### src/rtl/core/smart_beacon_scheduler_assert.svh
// Assertion macros used by the scheduler RTL.
`ifndef SMART_BEACON_SCHEDULER_ASSERT_SVH
`define SMART_BEACON_SCHEDULER_ASSERT_SVH

`ifndef ASSERT_OFF

// same-cycle implication
`define SBS_ASSERT_IMPLY(lbl, clk, rst, ante, cons) \
   lbl: assert property (@(posedge clk) disable iff (rst) (ante) |-> (cons)) \
      else $error("assertion failed");

// next-cycle implication
`define SBS_ASSERT_NEXT(lbl, clk, rst, ante, cons) \
   lbl: assert property (@(posedge clk) disable iff (rst) (ante) |=> (cons)) \
      else $error("assertion failed");

`else

`define SBS_ASSERT_IMPLY(lbl, clk, rst, ante, cons)
`define SBS_ASSERT_NEXT(lbl, clk, rst, ante, cons)

`endif

`endif

### src/rtl/core/sbs_pkg.sv
package sbs_pkg;

   localparam int TIME_W     = 32;
   localparam int SPEED_W    = 12;
   localparam int TRACK_W    = 9;
   localparam int RATE_W     = 16;
   localparam int ANGLE_W    = 8;
   localparam int SLOPE_W    = 16;
   localparam int DIVIDEND_W = RATE_W + SPEED_W;
   localparam int DIV_STEPS  = DIVIDEND_W;
   localparam int CNT_W      = $clog2(TIME_W);
   localparam int PROD_W     = ANGLE_W + SPEED_W;

   localparam int CSR_IDX_W  = 3;
   localparam int CSR_W      = 16;

   localparam int REQ_DATA_W = 56;
   localparam int REQ_USER_W = 3;
   localparam int RSP_DATA_W = 64;

   localparam logic [CSR_IDX_W-1:0] CSR_HIGH_SPEED     = 3'd0;
   localparam logic [CSR_IDX_W-1:0] CSR_FAST_RATE      = 3'd1;
   localparam logic [CSR_IDX_W-1:0] CSR_SLOW_SPEED     = 3'd2;
   localparam logic [CSR_IDX_W-1:0] CSR_SLOW_RATE      = 3'd3;
   localparam logic [CSR_IDX_W-1:0] CSR_MIN_TURN_TIME  = 3'd4;
   localparam logic [CSR_IDX_W-1:0] CSR_MIN_TURN_ANGLE = 3'd5;
   localparam logic [CSR_IDX_W-1:0] CSR_TURN_SLOPE     = 3'd6;

   localparam logic [SPEED_W-1:0] RST_HIGH_SPEED     = 12'd960;
   localparam logic [RATE_W-1:0]  RST_FAST_RATE      = 16'd180;
   localparam logic [SPEED_W-1:0] RST_SLOW_SPEED     = 12'd80;
   localparam logic [RATE_W-1:0]  RST_SLOW_RATE      = 16'd1800;
   localparam logic [RATE_W-1:0]  RST_MIN_TURN_TIME  = 16'd15;
   localparam logic [ANGLE_W-1:0] RST_MIN_TURN_ANGLE = 8'd30;
   localparam logic [SLOPE_W-1:0] RST_TURN_SLOPE     = 16'd240;

   localparam logic [TRACK_W-1:0] DEG_FULL = 9'd360;
   localparam logic [TRACK_W-1:0] DEG_HALF = 9'd180;

   typedef enum logic [1:0] {
      ST_IDLE,
      ST_RUN,
      ST_FINISH
   } state_type;

   typedef struct packed {
      logic load;
      logic step;
   } ser_ctl_type;

endpackage

### src/rtl/core/smart_beacon_scheduler.sv
// A request beat is accepted only in ST_IDLE; the 32-bit bit-serial elapsed-time
//   subtractor then runs in ST_RUN with the 28-step serial divider alongside it,
//   and ST_FINISH registers the result once the output is free, then returns to ST_IDLE.
// A waiting result does not block the next request beat.
// Reset (synchronous, active high) loads the default registers and clears state.
`include "smart_beacon_scheduler_assert.svh"

module smart_beacon_scheduler
   import sbs_pkg::*;
(
   input  logic                  clock,
   input  logic                  reset,
   input  logic                  csr_we,
   input  logic [CSR_IDX_W-1:0]  csr_index,
   input  logic [CSR_W-1:0]      csr_wdata,
   input  logic                  req_tvalid,
   output logic                  req_tready,
   // speed_q4[11:0], track_deg[20:12], fix_time_s[52:21], zero fill
   input  logic [REQ_DATA_W-1:0] req_tdata,
   // speed_valid[0], track_valid[1], time_valid[2]
   input  logic [REQ_USER_W-1:0] req_tuser,
   output logic                  rsp_tvalid,
   input  logic                  rsp_tready,
   // beacon[0], turn_trigger[1], interval_s[17:2], heading_change_deg[25:18],
   // elapsed_s[57:26], zero fill
   output logic [RSP_DATA_W-1:0] rsp_tdata
);

   localparam logic [CNT_W-1:0] CNT_LAST = CNT_W'(TIME_W - 1);
   localparam logic [CNT_W-1:0] CNT_DIV  = CNT_W'(DIV_STEPS);

   state_type state_ff, state_in;
   logic [CNT_W-1:0] cnt_ff, cnt_in;

   logic [SPEED_W-1:0] high_speed_ff, high_speed_in;
   logic [RATE_W-1:0]  fast_rate_ff, fast_rate_in;
   logic [SPEED_W-1:0] slow_speed_ff, slow_speed_in;
   logic [RATE_W-1:0]  slow_rate_ff, slow_rate_in;
   logic [RATE_W-1:0]  min_turn_time_ff, min_turn_time_in;
   logic [ANGLE_W-1:0] min_turn_angle_ff, min_turn_angle_in;
   logic [SLOPE_W-1:0] turn_slope_ff, turn_slope_in;

   logic [SPEED_W-1:0] held_speed_ff, held_speed_in;
   logic [TRACK_W-1:0] held_track_ff, held_track_in;
   logic [TIME_W-1:0]  held_time_ff, held_time_in;
   logic [TIME_W-1:0]  last_beacon_ff, last_beacon_in;
   logic [TRACK_W-1:0] beacon_track_ff, beacon_track_in;
   logic               track_known_ff, track_known_in;
   logic               started_ff, started_in;

   logic [ANGLE_W-1:0] change_ff, change_in;
   logic               excess_ok_ff, excess_ok_in;
   logic [PROD_W-1:0]  prod_ff, prod_in;

   logic                  rsp_valid_ff, rsp_valid_in;
   logic [RSP_DATA_W-1:0] rsp_data_ff, rsp_data_in;

   logic accept;
   logic out_free;
   logic commit;
   ser_ctl_type sub_ctl;
   ser_ctl_type div_ctl;

   logic [TRACK_W-1:0]    track_raw;
   logic [TRACK_W-1:0]    track_mod;
   logic [DIVIDEND_W-1:0] dividend;
   logic [DIVIDEND_W-1:0] quotient;
   logic [TIME_W-1:0]     diff;
   logic                  borrow;

   logic [TRACK_W-1:0] trk_dist;
   logic [TRACK_W-1:0] trk_wrap;
   logic [ANGLE_W-1:0] change_cur;
   logic [ANGLE_W-1:0] excess;

   logic               restart;
   logic [TIME_W-1:0]  elapsed;
   logic               slow;
   logic [RATE_W-1:0]  quot_sat;
   logic [RATE_W-1:0]  interval;
   logic               turn;
   logic               fire;
   logic [ANGLE_W-1:0] change_out;

   assign accept   = req_tvalid && req_tready;
   assign out_free = !rsp_valid_ff || rsp_tready;

   // next state
   always_comb begin
      state_in = state_ff;
      case (state_ff)
         ST_IDLE: begin
            if (req_tvalid) state_in = ST_RUN;
         end
         ST_RUN: begin
            if (cnt_ff == CNT_LAST) state_in = ST_FINISH;
         end
         ST_FINISH: begin
            if (out_free) state_in = ST_IDLE;
         end
         default: state_in = ST_IDLE;
      endcase
   end

   // control outputs
   always_comb begin
      req_tready   = 1'b0;
      sub_ctl.load = 1'b0;
      sub_ctl.step = 1'b0;
      div_ctl.load = 1'b0;
      div_ctl.step = 1'b0;
      commit       = 1'b0;
      case (state_ff)
         ST_IDLE: begin
            req_tready   = 1'b1;
            sub_ctl.load = req_tvalid;
            div_ctl.load = req_tvalid;
         end
         ST_RUN: begin
            sub_ctl.step = 1'b1;
            div_ctl.step = cnt_ff < CNT_DIV;
         end
         ST_FINISH: begin
            commit = out_free;
         end
         default: ;
      endcase
   end

   assign cnt_in = (state_ff == ST_RUN) ? cnt_ff + 1'b1 : '0;

   // configuration
   always_comb begin
      high_speed_in     = high_speed_ff;
      fast_rate_in      = fast_rate_ff;
      slow_speed_in     = slow_speed_ff;
      slow_rate_in      = slow_rate_ff;
      min_turn_time_in  = min_turn_time_ff;
      min_turn_angle_in = min_turn_angle_ff;
      turn_slope_in     = turn_slope_ff;
      if (csr_we) begin
         case (csr_index)
            CSR_HIGH_SPEED:     high_speed_in     = csr_wdata[SPEED_W-1:0];
            CSR_FAST_RATE:      fast_rate_in      = csr_wdata[RATE_W-1:0];
            CSR_SLOW_SPEED:     slow_speed_in     = csr_wdata[SPEED_W-1:0];
            CSR_SLOW_RATE:      slow_rate_in      = csr_wdata[RATE_W-1:0];
            CSR_MIN_TURN_TIME:  min_turn_time_in  = csr_wdata[RATE_W-1:0];
            CSR_MIN_TURN_ANGLE: min_turn_angle_in = csr_wdata[ANGLE_W-1:0];
            CSR_TURN_SLOPE:     turn_slope_in     = csr_wdata[SLOPE_W-1:0];
            default: ;
         endcase
      end
   end

   // capture
   assign track_raw = req_tdata[20:12];
   assign track_mod = (track_raw >= DEG_FULL) ? track_raw - DEG_FULL : track_raw;

   always_comb begin
      held_speed_in = held_speed_ff;
      held_track_in = held_track_ff;
      held_time_in  = held_time_ff;
      if (accept) begin
         if (req_tuser[0]) held_speed_in = req_tdata[11:0];
         if (req_tuser[1]) held_track_in = track_mod;
         if (req_tuser[2]) held_time_in  = req_tdata[52:21];
      end
   end

   assign dividend = DIVIDEND_W'(fast_rate_ff) * DIVIDEND_W'(high_speed_ff);

   sbs_ser_sub u_sub (
      .clock      (clock),
      .ctl        (sub_ctl),
      .minuend    (held_time_in),
      .subtrahend (last_beacon_ff),
      .diff       (diff),
      .borrow     (borrow)
   );

   sbs_ser_div u_div (
      .clock    (clock),
      .ctl      (div_ctl),
      .dividend (dividend),
      .divisor  (held_speed_ff),
      .quotient (quotient)
   );

   // heading change and turn product, settled during the serial run
   always_comb begin
      trk_dist   = (held_track_ff >= beacon_track_ff) ? held_track_ff - beacon_track_ff
                                                      : beacon_track_ff - held_track_ff;
      trk_wrap   = (trk_dist > DEG_HALF) ? DEG_FULL - trk_dist : trk_dist;
      change_cur = track_known_ff ? trk_wrap[ANGLE_W-1:0] : '0;
      excess     = change_cur - min_turn_angle_ff;
      change_in    = (state_ff == ST_RUN) ? change_cur : change_ff;
      excess_ok_in = (state_ff == ST_RUN) ? (change_cur > min_turn_angle_ff) : excess_ok_ff;
      prod_in      = (state_ff == ST_RUN) ? PROD_W'(excess) * PROD_W'(held_speed_ff)
                                          : prod_ff;
   end

   // decision
   always_comb begin
      restart  = !started_ff || borrow;
      elapsed  = restart ? '0 : diff;
      slow     = (held_speed_ff == '0) || (held_speed_ff < slow_speed_ff);
      quot_sat = (|quotient[DIVIDEND_W-1:RATE_W]) ? '1 : quotient[RATE_W-1:0];
      if (slow) begin
         interval = slow_rate_ff;
      end else if (held_speed_ff > high_speed_ff) begin
         interval = fast_rate_ff;
      end else begin
         interval = quot_sat;
      end
      turn = !slow && excess_ok_ff && (prod_ff > {turn_slope_ff, 4'b0000})
             && (elapsed > TIME_W'(min_turn_time_ff));
      fire = turn || (elapsed >= TIME_W'(interval));
      change_out = slow ? '0 : change_ff;
   end

   always_comb begin
      last_beacon_in  = last_beacon_ff;
      beacon_track_in = beacon_track_ff;
      track_known_in  = track_known_ff;
      started_in      = started_ff;
      rsp_valid_in    = rsp_valid_ff && !rsp_tready;
      rsp_data_in     = rsp_data_ff;
      if (commit) begin
         started_in = 1'b1;
         if (fire || restart) last_beacon_in = held_time_ff;
         if (fire || (!slow && !track_known_ff)) beacon_track_in = held_track_ff;
         if (fire || !slow) track_known_in = 1'b1;
         rsp_valid_in = 1'b1;
         rsp_data_in  = {6'b000000, elapsed, change_out, interval, turn, fire};
      end
   end

   always_ff @(posedge clock) begin
      if (reset) begin
         state_ff          <= ST_IDLE;
         cnt_ff            <= '0;
         high_speed_ff     <= RST_HIGH_SPEED;
         fast_rate_ff      <= RST_FAST_RATE;
         slow_speed_ff     <= RST_SLOW_SPEED;
         slow_rate_ff      <= RST_SLOW_RATE;
         min_turn_time_ff  <= RST_MIN_TURN_TIME;
         min_turn_angle_ff <= RST_MIN_TURN_ANGLE;
         turn_slope_ff     <= RST_TURN_SLOPE;
         held_speed_ff     <= '0;
         held_track_ff     <= '0;
         held_time_ff      <= '0;
         last_beacon_ff    <= '0;
         beacon_track_ff   <= '0;
         track_known_ff    <= 1'b0;
         started_ff        <= 1'b0;
         rsp_valid_ff      <= 1'b0;
      end else begin
         state_ff          <= state_in;
         cnt_ff            <= cnt_in;
         high_speed_ff     <= high_speed_in;
         fast_rate_ff      <= fast_rate_in;
         slow_speed_ff     <= slow_speed_in;
         slow_rate_ff      <= slow_rate_in;
         min_turn_time_ff  <= min_turn_time_in;
         min_turn_angle_ff <= min_turn_angle_in;
         turn_slope_ff     <= turn_slope_in;
         held_speed_ff     <= held_speed_in;
         held_track_ff     <= held_track_in;
         held_time_ff      <= held_time_in;
         last_beacon_ff    <= last_beacon_in;
         beacon_track_ff   <= beacon_track_in;
         track_known_ff    <= track_known_in;
         started_ff        <= started_in;
         rsp_valid_ff      <= rsp_valid_in;
      end
   end

   always_ff @(posedge clock) begin
      change_ff    <= change_in;
      excess_ok_ff <= excess_ok_in;
      prod_ff      <= prod_in;
      rsp_data_ff  <= rsp_data_in;
   end

   assign rsp_tvalid = rsp_valid_ff;
   assign rsp_tdata  = rsp_data_ff;

   `SBS_ASSERT_IMPLY(a_turn_fires, clock, reset, rsp_tvalid && rsp_tdata[1], rsp_tdata[0])
   `SBS_ASSERT_IMPLY(a_hdg_range, clock, reset, rsp_tvalid, rsp_tdata[25:18] <= DEG_HALF[7:0])
   `SBS_ASSERT_NEXT(a_accept_run, clock, reset, accept, state_ff == ST_RUN && cnt_ff == '0)
   `SBS_ASSERT_NEXT(a_run_end, clock, reset, state_ff == ST_RUN && cnt_ff == CNT_LAST, state_ff == ST_FINISH)
   `SBS_ASSERT_NEXT(a_commit_valid, clock, reset, commit, rsp_tvalid && state_ff == ST_IDLE)

endmodule

### src/rtl/core/sbs_ser_sub.sv
module sbs_ser_sub
   import sbs_pkg::*;
(
   input  logic              clock,
   input  ser_ctl_type       ctl,
   input  logic [TIME_W-1:0] minuend,
   input  logic [TIME_W-1:0] subtrahend,
   output logic [TIME_W-1:0] diff,
   output logic              borrow
);

   logic [TIME_W-1:0] a_ff, a_in;
   logic [TIME_W-1:0] b_ff, b_in;
   logic [TIME_W-1:0] d_ff, d_in;
   logic              c_ff, c_in;
   logic              bit_d;
   logic              bit_c;

   // LSB first, one bit per beat of the shift registers
   always_comb begin
      bit_d = a_ff[0] ^ b_ff[0] ^ c_ff;
      bit_c = (~a_ff[0] & b_ff[0]) | (~(a_ff[0] ^ b_ff[0]) & c_ff);
      a_in  = a_ff;
      b_in  = b_ff;
      d_in  = d_ff;
      c_in  = c_ff;
      if (ctl.load) begin
         a_in = minuend;
         b_in = subtrahend;
         c_in = 1'b0;
      end else if (ctl.step) begin
         a_in = {1'b0, a_ff[TIME_W-1:1]};
         b_in = {1'b0, b_ff[TIME_W-1:1]};
         d_in = {bit_d, d_ff[TIME_W-1:1]};
         c_in = bit_c;
      end
   end

   always_ff @(posedge clock) begin
      a_ff <= a_in;
      b_ff <= b_in;
      d_ff <= d_in;
      c_ff <= c_in;
   end

   assign diff   = d_ff;
   assign borrow = c_ff;

endmodule

### src/rtl/core/sbs_ser_div.sv
module sbs_ser_div
   import sbs_pkg::*;
(
   input  logic                  clock,
   input  ser_ctl_type           ctl,
   input  logic [DIVIDEND_W-1:0] dividend,
   input  logic [SPEED_W-1:0]    divisor,
   output logic [DIVIDEND_W-1:0] quotient
);

   logic [SPEED_W:0]      rem_ff, rem_in;
   logic [DIVIDEND_W-1:0] dq_ff, dq_in;
   logic [SPEED_W:0]      rem_sh;
   logic [SPEED_W:0]      rem_dif;
   logic                  ge;

   // restoring division, one quotient bit per step
   always_comb begin
      rem_sh  = {rem_ff[SPEED_W-1:0], dq_ff[DIVIDEND_W-1]};
      ge      = rem_sh >= {1'b0, divisor};
      rem_dif = rem_sh - {1'b0, divisor};
      rem_in  = rem_ff;
      dq_in   = dq_ff;
      if (ctl.load) begin
         rem_in = '0;
         dq_in  = dividend;
      end else if (ctl.step) begin
         rem_in = ge ? rem_dif : rem_sh;
         dq_in  = {dq_ff[DIVIDEND_W-2:0], ge};
      end
   end

   always_ff @(posedge clock) begin
      rem_ff <= rem_in;
      dq_ff  <= dq_in;
   end

   assign quotient = dq_ff;

endmodule
### config.mk
export PLATFORM = sky130hd
export DESIGN_NAME = smart_beacon_scheduler
export DESIGN_NICKNAME = d
export VERILOG_FILES = /design/src/rtl/core/sbs_pkg.sv /design/src/rtl/core/smart_beacon_scheduler.sv /design/src/rtl/core/sbs_ser_sub.sv /design/src/rtl/core/sbs_ser_div.sv
export VERILOG_INCLUDE_DIRS = /design/src /design/src/rtl/core
export SDC_FILE = /design/constraint.sdc
export NUM_CORES = 2
export LEC_CHECK = 0
export BUFFER_PORTS_ARGS = -buffer_cell sky130_fd_sc_hd__buf_4
export CORE_UTILIZATION = 60
export DETAILED_ROUTE_END_ITERATION = 10
export GPL_TIMING_DRIVEN = 0
export MAX_ROUTING_LAYER = met4
export PLACE_DENSITY = 0.74
export SKIP_CTS_REPAIR_TIMING = 1
export SLEW_MARGIN = 20
export SYNTH_ARGS = -nofsm -noshare
export SYNTH_HDL_FRONTEND = slang
export SYNTH_SLANG_ARGS = --single-unit
### constraint.sdc
create_clock -name clock -period 11.4 [get_ports clock]
set_input_delay 0.57 -clock clock [delete_from_list [all_inputs] [get_ports clock]]
set_output_delay 0.57 -clock clock [all_outputs]
set_load 0.01 [all_outputs]
* Word-level counts from Yosys, hierarchy flattened *
Cells that the tools add are included.

cells by class
  add/sub/neg operators = 7
  multiply operators = 2
  magnitude comparators = 11
  equality and inequality tests = 12
  muxes and demuxes = 27
  bitwise gates (word level) = 9
  reduce and logical (&&, ||, !) cells = 39

operator list
  cell                 number
  $mux 32              7
  $mux 28              2
  $mux 16              3
  $ge 32x16->1         1
  $gt 32x16->1         1
  $mul 16x12->28       1
  $reduce_and 2->1     13
  $gt 20x20->1         1
  $mul 8x12->20        1
  $mux 9               2
  $sub 9x9->9          2
  $mux 8               2
  $ge 13x12->1         1
  $gt 12x12->1         1
  $logic_not 12->1     1
  $lt 12x12->1         1
  $mux 12              1
  $reduce_or 12->1     1
  $sub 12x12->12       1
  $eq 3x3->1 const B   3
  $ge 9x9->1           1
  $ge 9x9->1 const B   1
  $gt 9x8->1 const B   1
  $sub 9x9->9 const B  1
  26 further kinds     57

word-level totals
  bits in registers = 424
  output and inout port bits = 66
  word-level logic and storage cells = 135

* Longest topological paths before layout *
  depth after elaboration = 9
  mapped depth = 42

* Modules after synthesis *
From an unflattened synthesis, not the netlist that was laid out.

unflattened totals
  cells, all modules = 3032
  area, all modules = 29610.9 sq um

modules (own cells, without submodules)
  module                  times used  cells an instance  area an instance (sq um)  sequential area each (sq um)
  smart_beacon_scheduler  1           2633               23334.9                   6616.3
  sbs_ser_sub             1           175                3799.9                    2902.8
  sbs_ser_div             1           224                2476.1                    1081.0

* Worst setup path before layout *
Ideal clock, no wire load.

  kind = reg-to-reg
  start point = reg held_track_ff[4]
  end point = reg prod_ff[18] (data pin)
  setup time = 0.258 ns
  data arrival time = 8.788 ns
  data required time = 11.142 ns
  setup slack = 2.354 ns
  stages on the path, launching flop included = 42
  path buffers = 2
  path through = dfxtp_1 > inv_1 > ha_1 > buf_6 > a21oi_4 > o21ai_2 > a211oi_4 > nand2_2 > mux2i_1 > ha_1 > nand2b_1 > nor2_1 > o21ai_0 > a311oi_2 > o211ai_2 > a21oi_1 > a311oi_1 > ha_1 > [... 6 more ...] > xnor2_1 > clkbuf_1 > and2_1 > fa_1 > fa_1 > fa_1 > inv_1 > fa_1 > inv_1 > ha_1 > or2_2 > o31ai_1 > a21oi_1 > a41o_1 > o41ai_1 > o2111ai_1 > a21oi_1 > xnor2_1

on the way
  longest elaborated chain between the ends = 7

ends and longest elaborated chain
  what                                              RTL line                       RTL
  start: declaration                                smart_beacon_scheduler.sv:44   logic [TRACK_W-1:0] held_track_ff, held_track_in;
  start signal: assignment                          smart_beacon_scheduler.sv:268  held_track_ff <= held_track_in;
  $sub 9x9->9 (tied with other cells)               smart_beacon_scheduler.sv:192  : beacon_track_ff - held_track_ff;
  $mux 9 *                                          smart_beacon_scheduler.sv:191  trk_dist = (held_track_ff >= beacon_track_ff) ? held_track_ff - beacon_track_ff
  $gt 9x8->1 / $sub 7x8->8 (equally long branches)  smart_beacon_scheduler.sv:193  trk_wrap = (trk_dist > DEG_HALF) ? DEG_FULL - trk_dist : trk_dist;
  $mux 8 *                                          smart_beacon_scheduler.sv:193
  $mux 8 *                                          smart_beacon_scheduler.sv:194  change_cur = track_known_ff ? trk_wrap[ANGLE_W-1:0] : '0;
  via change_cur[1]                                 smart_beacon_scheduler.sv:73   logic [ANGLE_W-1:0] change_cur;
  $sub 8x8->8 *                                     smart_beacon_scheduler.sv:195  excess = change_cur - min_turn_angle_ff;
  $mul 8x12->20 *                                   smart_beacon_scheduler.sv:198  prod_in = (state_ff == ST_RUN) ? PROD_W'(excess) * PROD_W'(held_speed_ff)
  end signal: assignment                            smart_beacon_scheduler.sv:281  prod_ff <= prod_in;
  end: declaration                                  smart_beacon_scheduler.sv:53   logic [PROD_W-1:0] prod_ff, prod_in;

The timed path passes the listed nets; every way through them passes the cells marked *.
A chain may end at the register's enable or synchronous reset.

* Worst setup path after layout *
  start point = reg held_track_ff[6]
  end point = reg prod_ff[19] (data pin)

The elaborated chain is that of the path after synthesis.

==> results.md <==
- Worst Hold Class: input pin to register
- Crit path time final: 10.57 ns
- Placed cell count: 3926
- Yosys warnings: 0
- Setup Total Neg Slack: 0 ns
- Register area share after synthesis: 0.363
- Clock sinks: roughly 420
- Reg2reg start: held_track_ff[6]
- Fraction of layout instances using a drive strength above 1: 0.0795
- DR iter-0 viols: approximately 1800
- Status: finished clean
- CP startpoint kind: register
- Synth Flop Type: dfxtp_1
- Master of the slowest instance on the critical path: o41ai_1
- Synth top area share: 0.217
- Layout Skew: 0.0169 ns
- Syn Area/Cell: between 9 and 10 um^2
- Post-DRT Antenna Nets: 0
- IO Port Bufs: roughly 140
- Vias/cell: ~5.7
- Non-Filler Instances: approximately 4000
- Max Cap Viol: 0
- Final #Nets: 3867
- Overflow after GRT: 0
- Longest Clk Path Bufs: 3
- RR Endpoint: prod_ff[19]
- GRT Overall Usage: 0.323
- Die footprint: ~50000 um^2
- HPWL Detailed: 59200 um
- Most common cell in the netlist: nand2_1
- Worst reg2reg setup slack: between 0.8 and 0.9 ns
- Period utilization: 0.927
- Initial Util: 0.610
- RSZ-0062 raised after global routing: false
- Least-Margin Pin Slew: between 1 and 1.5 ns
- Leak Pwr: between 10 and 15 nW
- Yosys cell types: 75
- Final hold violations: 0
- Width of the die: approximately 220 um
- Hold Path Origin: req_tdata[48]
- Vert. Die Dim: 223 um
- Layout overhead on the synthesized area: 12.1%
- Worst Path Required: 11.73 ns
- Synth top area cells: edfxtp_1, dfxtp_1, fa_1, ha_1, nand2_1
- Pins Over Slew Limit: 0
- CTS H-tree lvls: 2
- # DRC: 0
- Cell Area, Synth: 29200 um^2
- Crit Path Max Fanout: 10
- Sequential Area: roughly 11000 um^2
- Number of flops mapped to enable cells by yosys: between 200 and 250
- RD Place Congestion: 0.961
- CTS tree: yes
- End of the worst hold path: held_time_ff[27]
- Buf/Inv on CP: 5
- Area of the multi-input gates: between 15000 and 20000 um^2
- Worst-path clk slew: ~0.060 ns
- Number of global-route vias before repair: ~23000
- Root Buffer: clkbuf_16
- Routed len/inst: about 19 um
- Synth async-reset ratio: 0
- Worst skew pair latency: approximately 0.59 ns
- Synthesized flop and latch total: between 400 and 500
- Reg2Reg Depth: 38
- Critical Path AT: 10.90 ns
- Synth cell count leaders: nand2_1, inv_1, ha_1, dfxtp_1, edfxtp_1
- Critical path's top delay family: compound AO/OA/AOI/OAI gates
- Via Count: roughly 23000
- Peak supply drop: 0.000110 V
- Placeable Area: 47800 um^2
- Rel. slew slack: 0.155
- Endpoints failing setup: 0
- Worst path max stage delay: between 0.5 and 0.6 ns
- FILL cells: 3785
- Hold Crit Depth: 3
- Pre-antenna DRT Iters: 7
- Ports: 149
- Worst Setup End Kind: register
- Initial antenna violation count: 2
- Post-Syn Instances: approximately 3200
- PD cells: between 100 and 150 nW/um^2
- Row count: 80
- WL final: 76400 um
- Pin count of the biggest net entering global routing: between 40 and 50
- CP Class: register to register
- Hold slack: 0.233 ns
- Max Freq: ~95 MHz
- Cts bufs inserted: 46
- First-pass GRT wire length: 122000 um
- Synth area leader: edfxtp_1
[where the power goes]
part           switching (W)  leakage [nW]  internal (W)
combinational       0.000644          9.74      0.000431
sequential         0.0000609          3.75       0.00173
clock               0.000656         0.788      0.000935
[stage by stage]
stage                util  cell area [um^2]  total power [W]  worst slack, ns
global route        0.683             32700          0.00467           0.0193
CTS                 0.683             32700          0.00446            0.602
finish              0.684             32700          0.00446            0.830
floorplan               -             29200          0.00257             2.35
global placement    0.648             31000          0.00284            0.872
detailed placement  0.649             31100          0.00287            0.652
[registers in the layout (all words and copies together), names as in the netlist, 5 cells and up]
name               count
min_turn_time_ff      16
held_speed_ff         12
u_div.rem_ff          12
beacon_track_ff        9
slow_rate_ff          16
u_sub.diff            32
cnt_ff                 5
turn_slope_ff         16
rsp_tdata             58
u_sub.a_ff            32
prod_ff               20
held_time_ff          32
fast_rate_ff          16
held_track_ff          9
slow_speed_ff         12
high_speed_ff         12
min_turn_angle_ff      8
last_beacon_ff        32
u_div.quotient        28
u_sub.b_ff            32
change_ff              8
[worst min-delay path, delay by kind of cell]
family | cells | cell delay, ns
buf+inv | 1 | 0.11
simple gates | 1 | 0.05
compound gates | 1 | 0.05
[routing by layer]
layer	GRT usage	vias to the layer above	routed length, um	part of all wire
met5	-	-	0	0
met4	0.101	0	2350	0.031
met3	0.0521	165	5850	0.077
met2	0.501	841	35100	0.46
met1	0.436	11100	33100	0.43
li1	-	10800	-	-
[cells by family (layout without fill, tap and decap cells)]
group	count (synthesis)	after routing	share of synthesized area
xor gates and xnor gates	58	58	0.0177
adders and majority gates	425	425	0.235
DFF	424	424	0.363
muxes	113	113	0.0396
buffers and inverters	515	740	0.0676
AOI/OAI and AO/OA	487	487	0.103
and+or+nand+nor	1144	1144	0.174
other	1	9	0.000129
[worst max path at each step]
stage                     start           to  cells past startpoint
4_1_cts        held_track_ff[1]  prod_ff[19]                     40
5_1_grt        held_track_ff[6]  prod_ff[19]                     40
3_3_place_gp   held_track_ff[1]  prod_ff[19]                     40
3_5_place_dp   held_track_ff[1]  prod_ff[19]                     40
6_report       held_track_ff[6]  prod_ff[19]                     38
2_1_floorplan  held_track_ff[4]  prod_ff[18]                     41
[cell usage in the layout, fill, tap and decap left out, types with 7 or more instances in the layout]
| cell | Yosys | routed |
|---|---|---|
| nand2_1 | 719 | 718 |
| o211ai_1 | 19 | 19 |
| inv_1 | 349 | 348 |
| o21a_1 | 11 | 11 |
| nor2_1 | 94 | 94 |
| xnor2_1 | 41 | 41 |
| clkinv_2 | 0 | 9 |
| nor2b_1 | 19 | 19 |
| o2111ai_1 | 11 | 11 |
| clkbuf_16 | 0 | 47 |
| mux2_2 | 19 | 19 |
| nand4_1 | 22 | 22 |
| o21bai_1 | 7 | 7 |
| clkbuf_1 | 144 | 149 |
| o21ai_0 | 112 | 112 |
| a211oi_1 | 14 | 14 |
| mux2i_1 | 94 | 94 |
| a21o_1 | 47 | 47 |
| nand2b_1 | 31 | 31 |
| nand3_1 | 34 | 34 |
| and3_1 | 11 | 11 |
| edfxtp_1 | 211 | 211 |
| buf_2 | 7 | 7 |
| fa_1 | 205 | 205 |
| o31ai_1 | 14 | 14 |
| and2_1 | 159 | 159 |
| or3_1 | 7 | 7 |
| nor3_1 | 17 | 17 |
| buf_1 | 7 | 7 |
| a21oi_1 | 191 | 191 |
| ha_1 | 220 | 220 |
| buf_4 | 6 | 142 |
| xor2_1 | 16 | 16 |
| dfxtp_1 | 213 | 213 |
| nor4_1 | 16 | 16 |
[final cells by class]
type	count	share of cell area
Clock inverter	28	0.0108
Timing Repair Buffer	139	0.0333
Antenna cell	3	0.000230
Multi-Input combinational cell	2233	0.509
Inverter	350	0.0402
Buffer	165	0.0202
Clock buffer	58	0.0388
Sequential cell	424	0.324
Tap cell	615	0.0235
Note: power is estimated with default switching activity, not from simulation.
